<file path="src/rtl/orb_pkg.sv">
// Shared types and constants for the offset reorder ring buffer.
// No dependencies; the top level, orb_ptr_ctrl and orb_valid_map import this package.
`default_nettype none

package orb_pkg;

    // Fixed field widths of the item and result channels
    localparam int CMD_W     = 1;
    localparam int OFFSET_W  = 32;
    localparam int PAYLOAD_W = 32;
    localparam int DATA_W    = 32;
    localparam int OCC_W     = 9;
    localparam int CAP_W     = 9;

    localparam logic [CMD_W-1:0] CMD_PUSH = 1'b0;
    localparam logic [CMD_W-1:0] CMD_POP  = 1'b1;

    typedef enum logic [1:0] {
        ST_IDLE = 2'b01,
        ST_EXEC = 2'b10
    } orb_state_t;

    // Per-cycle operation on the slot memory and its valid map
    typedef struct packed {
        logic wr_en;    // write one slot
        logic rd_en;    // read the head slot
        logic clr_all;  // drop every valid mark
        logic clr_gap;  // drop valid marks of the skipped slots
    } slot_op_t;

endpackage

`default_nettype wire

</file>
<file path="src/rtl/orb_ptr_ctrl.sv">
// Head, tail, count and capacity registers with the push/pop decision logic.
// Depends on orb_pkg; drives the slot memory and valid map operations.
`default_nettype none

module orb_ptr_ctrl #(
    parameter int MAX_SLOTS = 256
) (
    input  wire logic                               aclk,
    input  wire logic                               aresetn,
    input  wire logic                               cfg_we,
    input  wire logic [orb_pkg::CAP_W-1:0]          cfg_cap,
    input  wire logic                               exec,
    input  wire logic [orb_pkg::CMD_W-1:0]          cmd,
    input  wire logic [orb_pkg::OFFSET_W-1:0]       offset,
    output orb_pkg::slot_op_t                       op,
    output logic [$clog2(MAX_SLOTS)-1:0]            wr_idx,
    output logic [$clog2(MAX_SLOTS)-1:0]            rd_idx,
    output logic [$clog2(MAX_SLOTS)-1:0]            gap_base,
    output logic [$clog2(MAX_SLOTS+1)-1:0]          gap_len,
    output logic [$clog2(MAX_SLOTS+1)-1:0]          cap,
    output logic                                    rsp_empty,
    output logic [$clog2(MAX_SLOTS+1)-1:0]          rsp_occ
);

    import orb_pkg::*;

    localparam int IDX_W = $clog2(MAX_SLOTS);
    localparam int CNT_W = $clog2(MAX_SLOTS + 1);
    localparam int W1    = CNT_W + 1;
    localparam int KW    = OFFSET_W + 1;

    logic [IDX_W-1:0] head_reg, head_next;
    logic [IDX_W-1:0] tail_reg, tail_next;
    logic [CNT_W-1:0] count_reg, count_next;
    logic [CNT_W-1:0] cap_reg, cap_next;

    logic [W1-1:0] cap_w, head_w, tail_w, span_w;
    logic [W1-1:0] k_w1, inpl_w, last_w, tail_app_w, head_inc_w, total_w;
    logic [KW-1:0] k_w;
    logic          in_span;
    logic          big_jump;

    function automatic logic [W1-1:0] wrap1(input logic [W1-1:0] v,
                                            input logic [W1-1:0] c);
        return (v >= c) ? v - c : v;
    endfunction

    always_comb begin
        cap_w  = W1'(cap_reg);
        head_w = W1'(head_reg);
        tail_w = W1'(tail_reg);
        // filled span; reads zero when full
        span_w = (tail_w >= head_w) ? tail_w - head_w : tail_w + cap_w - head_w;
        in_span  = KW'(offset) < KW'(span_w);
        k_w      = KW'(offset) - KW'(span_w) + KW'(1);
        big_jump = k_w >= KW'(cap_w);
        k_w1     = k_w[W1-1:0];
        inpl_w     = wrap1(head_w + W1'(offset), cap_w);
        last_w     = wrap1(tail_w + k_w1 - W1'(1), cap_w);
        tail_app_w = wrap1(tail_w + k_w1, cap_w);
        head_inc_w = wrap1(head_w + W1'(1), cap_w);
        total_w    = W1'(count_reg) + k_w1;
    end

    always_comb begin
        op         = '0;
        wr_idx     = '0;
        rd_idx     = head_reg;
        gap_base   = tail_reg;
        gap_len    = k_w1[CNT_W-1:0];
        rsp_empty  = 1'b0;
        head_next  = head_reg;
        tail_next  = tail_reg;
        count_next = count_reg;

        if (exec) begin
            if (cmd == CMD_PUSH) begin
                op.wr_en = 1'b1;
                if (in_span) begin
                    wr_idx = IDX_W'(inpl_w);
                end else if (big_jump) begin
                    // restart at slot zero, buffer full
                    op.clr_all = 1'b1;
                    wr_idx     = '0;
                    tail_next  = (cap_reg == CNT_W'(1)) ? '0 : IDX_W'(1);
                    count_next = cap_reg;
                    head_next  = tail_next;
                end else begin
                    op.clr_gap = 1'b1;
                    wr_idx     = IDX_W'(last_w);
                    tail_next  = IDX_W'(tail_app_w);
                    count_next = (total_w < cap_w) ? CNT_W'(total_w) : cap_reg;
                    if (count_next == cap_reg) begin
                        head_next = tail_next;
                    end
                end
            end else if (count_reg == '0) begin
                rsp_empty = 1'b1;
            end else begin
                op.rd_en   = 1'b1;
                head_next  = IDX_W'(head_inc_w);
                count_next = count_reg - CNT_W'(1);
            end
        end

        if (cfg_we) begin
            op.clr_all = 1'b1;
        end
    end

    always_comb begin
        if (cfg_cap == '0) begin
            cap_next = CNT_W'(1);
        end else if (32'(cfg_cap) > 32'(MAX_SLOTS)) begin
            cap_next = CNT_W'(MAX_SLOTS);
        end else begin
            cap_next = CNT_W'(cfg_cap);
        end
    end

    always_ff @(posedge aclk) begin
        if (!aresetn) begin
            cap_reg   <= CNT_W'(MAX_SLOTS);
            head_reg  <= '0;
            tail_reg  <= '0;
            count_reg <= '0;
        end else if (cfg_we) begin
            cap_reg   <= cap_next;
            head_reg  <= '0;
            tail_reg  <= '0;
            count_reg <= '0;
        end else begin
            head_reg  <= head_next;
            tail_reg  <= tail_next;
            count_reg <= count_next;
        end
    end

    assign cap     = cap_reg;
    assign rsp_occ = count_next;

`ifndef SYNTH
    a_count_le_cap: assert property (@(posedge aclk) disable iff (!aresetn)
        count_reg <= cap_reg)
        else $error("slot count above capacity");

    a_ptrs_in_range: assert property (@(posedge aclk) disable iff (!aresetn)
        (CNT_W'(head_reg) < cap_reg) && (CNT_W'(tail_reg) < cap_reg))
        else $error("head or tail outside capacity");

    a_empty_or_full_aligned: assert property (@(posedge aclk) disable iff (!aresetn)
        (count_reg == '0 || count_reg == cap_reg) |-> head_reg == tail_reg)
        else $error("head and tail disagree with count");
`endif

endmodule

`default_nettype wire

</file>
<file path="config.mk">
export PLATFORM = sky130hd
export DESIGN_NAME = orb_ptr_ctrl
export DESIGN_NICKNAME = d
export VERILOG_FILES = /design/src/rtl/orb_pkg.sv /design/src/rtl/orb_ptr_ctrl.sv
export SDC_FILE = /design/constraint.sdc
export NUM_CORES = 1
export LEC_CHECK = 0
export BUFFER_PORTS_ARGS = -buffer_cell sky130_fd_sc_hd__buf_2
export CORE_MARGIN = 2
export CORE_UTILIZATION = 60
export CTS_BUF_LIST = sky130_fd_sc_hd__clkbuf_16
export DETAILED_ROUTE_END_ITERATION = 10
export GPL_TIMING_DRIVEN = 0
export PLACE_DENSITY_LB_ADDON = 0.1
export SYNTH_ARGS = -nofsm -noshare
export SYNTH_HDL_FRONTEND = slang
export SYNTH_SLANG_ARGS = --single-unit
</file>
<file path="constraint.sdc">
create_clock -name aclk -period 15.92 [get_ports aclk]
set_input_delay 4.776 -clock aclk [delete_from_list [all_inputs] [get_ports aclk]]
set_output_delay 4.776 -clock aclk [all_outputs]
set_load 0.01 [all_outputs]
</file>
; ---- Word-level counts from Yosys, hierarchy flattened
; Cells that the tools add are included.
[word_totals]
register_bits = 34
inputBits = 46
out_inout_bits = 56
wordCells = 77
[classes]
addsub = 15
order_cmp = 9
n_eq_ne = 4
mux = 36
n_bitwise = 3
reduce_logical = 6
[ops]
columns = cell, count
row1 = $mux 8, 14
row2 = $mux 9, 8
row3 = $add 33x1->33 const B, 1
row4 = $ge 33x9->1, 1
row5 = $sub 32x10->33, 1
row6 = $lt 32x10->1, 1
row7 = $sub 8x8->8, 4
row8 = $ge 10x9->1, 3
row9 = $add 8x10->10, 2
row10 = $logic_not 9->1, 2
row11 = $add 8x9->10, 1
row12 = $add 9x10->10, 1
row13 = $lt 10x9->1, 1
row14 = $mux 1, 10
row15 = $mux 10, 1
row16 = $sub 10x1->10 const B, 1
row17 = $sub 10x8->10, 1
row18 = $add 8x1->9 const B, 1
row19 = $eq 9x1->1 const B, 1
row20 = $eq 9x9->1, 1
row21 = $ge 9x9->1, 1
row22 = $gt 9x9->1 const B, 1
row23 = $sub 8x8->9, 1
row24 = $sub 9x1->9 const B, 1
row25 = other kinds (9), 13

; ---- Logic depth before layout (Yosys ltp)
[depth]
ltp_word = 13
mapped_depth = 36
depth_no_buf = 34

; ---- Worst setup path before layout
; OpenSTA, ideal clock, no wires.
[synth_timing]
path_type = input port to output port
from = input port offset[1] in the netlist's numbering
to = output port wr_idx[0]
arrival_ps = 9426
required_time_ps = 11144
slack_ps = 1718
stages = 22
path_buffers = 1
path_cell_list = inv_1 -> ha_1 -> inv_1 -> ha_1 -> inv_1 -> fa_1 -> o21bai_1 -> a21oi_1 -> xor2_1 -> ha_1 -> o21a_1 -> o31ai_1 -> a21boi_1 -> xnor2_1 -> ha_1 -> a21oi_1 -> o21ai_0 -> a21oi_1 -> o221a_2 -> clkbuf_1 -> mux2_2 -> o22ai_1
[synth_via]
elab_chain_cells = 10
word_cells_on_any_way = 15
classes_between = add/sub (5) / order compare (4) / mux (6)
[synth_rtl]
columns = element, line_no
row1 = "start, declared", orb_ptr_ctrl.sv:14  ; input wire logic [orb_pkg::OFFSET_W-1:0] offset,
row2 = $sub 32x10->33 *, orb_ptr_ctrl.sv:55  ; k_w = KW'(offset) - KW'(span_w) + KW'(1);
row3 = $add 33x1->33 *, orb_ptr_ctrl.sv:55
row4 = via gap_len[5], orb_ptr_ctrl.sv:19  ; output logic [$clog2(MAX_SLOTS+1)-1:0] gap_len,
row5 = $add 8x10->10, orb_ptr_ctrl.sv:59  ; last_w = wrap1(tail_w + k_w1 - W1'(1), cap_w);
row6 = $sub 10x1->10, orb_ptr_ctrl.sv:59
row7 = $ge 10x9->1, orb_ptr_ctrl.sv:45  ; return (v >= c) ? v - c : v;
row8 = $mux 8, orb_ptr_ctrl.sv:45
row9 = $mux 8 *, orb_ptr_ctrl.sv:81  ; end else if (big_jump) begin
row10 = $mux 8 *, orb_ptr_ctrl.sv:79  ; if (in_span) begin
row11 = $mux 8 *, orb_ptr_ctrl.sv:77  ; if (cmd == CMD_PUSH) begin
row12 = $mux 8 *, orb_ptr_ctrl.sv:76  ; if (exec) begin
row13 = "end, declared", orb_ptr_ctrl.sv:16  ; output logic [$clog2(MAX_SLOTS)-1:0] wr_idx,
; Mark *: on every way through the listed nets, which the timed path passes. The rest lies on a longest branch.

; ---- Final worst setup path
[layout_timing]
from = input port offset[1] in the netlist's numbering
to = output port rsp_occ[4]
[layout_via]
elab_chain_cells = 9
word_cells_on_any_way = 11
classes_between = add/sub (3) / order compare (3) / mux (5)
[layout_rtl]
columns = element, line_no
row1 = $sub 32x10->33, orb_ptr_ctrl.sv:55
row2 = $add 33x1->33, orb_ptr_ctrl.sv:55
row3 = $add 9x10->10, orb_ptr_ctrl.sv:62  ; total_w = W1'(count_reg) + k_w1;
row4 = $lt 10x9->1, orb_ptr_ctrl.sv:92  ; count_next = (total_w < cap_w) ? CNT_W'(total_w) : cap_reg;
row5 = $mux 9, orb_ptr_ctrl.sv:92
row6 = $mux 9, orb_ptr_ctrl.sv:81
row7 = $mux 9 *, orb_ptr_ctrl.sv:79
row8 = $mux 9 *, orb_ptr_ctrl.sv:77
row9 = $mux 9 *, orb_ptr_ctrl.sv:76
row10 = "end, declared", orb_ptr_ctrl.sv:22  ; output logic [$clog2(MAX_SLOTS+1)-1:0] rsp_occ
; Every way passes the cells marked *; elsewhere a longest branch is shown, timed or not.

==> flow_metrics.py <==
metrics = {
    "outcome": {
        "status": "finished clean",
    },
    "synth": {
        "synth_edf_count": 0,
        "synth_most_common_cell": "ha_1",
        "yosys_warnings": 0,
        "synth_ff_type": "dfxtp_1",
        "synthTopCellsByArea": "ha_1 19%, dfxtp_1 6.7%, a21oi_1 5.0%",
        "synth.distinct_cells": 85,
        "avgSynthCellArea_sq_um": 7.33,
        "syn_inst": 1387,
        "yosysSeqAreaShare_pct": 6.70,
        "ys_async_sr_fraction_pct": 0,
        "syn-cell-area_sq_um": 10200,
        "yosysTopAreaCellShare_pct": 19.5,
        "syn-num-nets": 1612,
        "synth-seq-cells": 34,
        "synth_area_leader_cell": "ha_1",
        "synthTopCellsByCount": "158 x ha_1, 126 x inv_1, 101 x a21oi_1, 87 x nor2_1, 87 x o21ai_0",
    },
    "power_and_ir_drop": {
        "ir_worst_vdd_mv": 0.0992,
        "leakage_nw": 5.12,
        "p_per_area_nw_per_um2": 135,
    },
    "place": {
        "port_buffers": 99,
        "placed_cell_area_sq_um": 10900,
        "place_hpwl_um": 29000,
        "gp_congestion": 1.01,
        "place_ws_ns": 0.634,
        "dp.cells": 1706,
    },
    "clock_tree": {
        "cts_sinks": 34,
        "htreeDepth": 2,
        "cts_buffer_depth": 2,
        "hold_buffers": 0,
        "cts_buffers": 5,
        "cts_tree": "yes",
        "cts_resized": 0,
        "path_clk_slew_ns": 0.05,
        "clk_latency_ns": 0.29,
        "post_cts_buffers": 0,
        "cts-root-buf": "clkbuf_16",
    },
    "sta": {
        "min_period_over_period_pct": 97.4,
        "relSlewSlack_pct": 15.8,
        "setup_violations": 0,
        "tightest_slew_ns": 1.25,
        "layout_min_cycle_time_ns": 15.50,
        "final_hold_viol_count": 0,
        "skew_ns": 0.00891,
        "fmax_mhz": 64.5,
        "rsz0062_at_grt": "no",
        "slew_violations": 0,
        "setup_slack_ns": 0.416,
        "tns_ns": 0,
    },
    "final_layout": {
        "multi_input_area_sq_um": 8820,
        "diodes": 0,
        "fillers": 1536,
        "instances_no_fill": 1714,
        "final-seq-area_sq_um": 681,
        "area_delta_synth_final_pct": 9.49,
        "nets": 1718,
        "finish.instance_area_sq_um": 11100,
        "layout-drive-gt1-share_pct": 10.0,
    },
    "critical_path": {
        "critPathKind": "primary input to primary output",
        "crit_slowest_cell": "xor2_1",
        "path_max_fanout": 10,
        "setup.worst_path.start_class": "primary input",
        "regToRegStartpoint": "rd_idx[1]",
        "cp.required_ns": 11.14,
        "rrSetupSlack_ns": 6.40,
        "critical_path_arrival_ns": 10.73,
        "r2r_cells": 34,
        "end_kind": "primary output",
        "r2r_end": "rd_idx[2]",
        "max_stage_delay_ns": 0.59,
    },
    "detailed_routing": {
        "wl_um": 35900,
        "vias": 11291,
        "drtIter0Drc": 986,
        "drc": 0,
        "wl_per_cell_um": 20.9,
        "postRouteAntennaNets": 0,
        "first_pass_iters": 6,
        "via_per_inst": 6.59,
    },
    "die": {
        "core_area_sq_um": 16600,
        "io_pins": 102,
        "rows": 47,
        "initial_core_util_pct": 61.3,
        "die_w_um": 134,
        "die_y_um": 134,
        "dieArea_sq_um": 18000,
    },
    "min_path": {
        "min_path_type": "flop to flop",
        "hold_end": "gap_base[2]",
        "whs_path_depth": 2,
        "min_from": "gap_base[2]",
    },
    "grt": {
        "track_usage_pct": 39.3,
        "grt_first_pass_wirelength_um": 56300,
        "antenna_found_initial": 0,
        "gr-total-overflow": 0,
        "grt_max_degree": 13,
        "grt_pass1_vias": 10665,
    },
    "run": {
        "cap_violations": 0,
    },
}
[kinds of logic (layout without fill, tap and decap cells)]
family / Yosys count / count (layout) / synth area share (%)
flip-flops: 34 / 34 / 6.70
XOR/XNOR: 81 / 81 / 7.06
buffers and inverters: 172 / 279 / 6.50
AO/OA/AOI/OAI: 431 / 431 / 28.3
adder cells (fa/ha/maj): 179 / 179 / 23.6
AND/OR/NAND/NOR: 463 / 463 / 25.1
multiplexers: 27 / 27 / 2.76
[cell usage in the layout, fill, tap and decap left out, drive strengths merged, types with 29 or more instances in the layout]
master  Yosys  routed
a21o       34      34
a21oi     101     101
buf         7     106
clkbuf     38      43
dfxtp      34      34
ha        158     158
inv       127     127
nand2      78      78
nand2b     32      32
nand3      43      43
nor2       87      87
nor2b      35      35
nor3       38      38
o21ai      89      89
xnor2      52      52
xor2       29      29
[report_power, final]
part	internal (mW)	leakage (nW)	switching [mW]
Sequential	0.0879	0.276	0.00697
Clock	0.0900	0.0940	0.0417
Combinational	0.495	4.75	0.778
[worst max path at each step]
stage                            end      start
after detailed placement  rsp_occ[4]  offset[1]
after floorplan            wr_idx[0]  offset[1]
after CTS                 rsp_occ[4]  offset[1]
after global routing       wr_idx[0]  offset[1]
final                     rsp_occ[4]  offset[1]
after global placement    rsp_occ[4]  offset[1]
[metal layers]
metal	routed length [um]	part of all wire (%)	vias to the layer above	GRT usage [%]
met4	2270	6.3	0	21.1
met2	16600	46	550	66.6
met3	2710	7.5	151	5.40
li1	-	-	5347	-
met5	0	0	-	0
met1	14300	40	5243	48.4
[area by class of cell]
cell class | count | area share, %
clock inverters | 3 | 0.619
flip-flops and latches | 34 | 6.12
well taps | 220 | 2.47
clock buffers | 5 | 1.12
inverters | 127 | 4.28
multi-input cells | 1181 | 79.3
plain buffers | 45 | 1.65
repair buffers | 99 | 4.45
[critical path, delay by kind of cell]
family	cells	cell delay, ns
AO/OA/AOI/OAI	10	1.97
buffers and inverters	6	0.77
AND/OR/NAND/NOR	3	0.58
adder cells (fa/ha/maj)	5	1.63
XOR/XNOR	2	1.00
[metrics by stage]
| step | power (mW) | utilization, % | hold slack [ns] |
|---|---|---|---|
| 2_1_floorplan | 1.02 | - | 0.509 |
| 3_3_place_gp | 1.31 | 65.9 | 0.544 |
| 3_5_place_dp | 1.33 | 65.9 | 0.552 |
| 4_1_cts | 1.47 | 67.1 | 0.559 |
| 5_1_grt | 1.62 | 67.1 | 0.584 |
| 6_report | 1.50 | 67.1 | 0.559 |
Note: power is estimated with default switching activity, not from simulation.
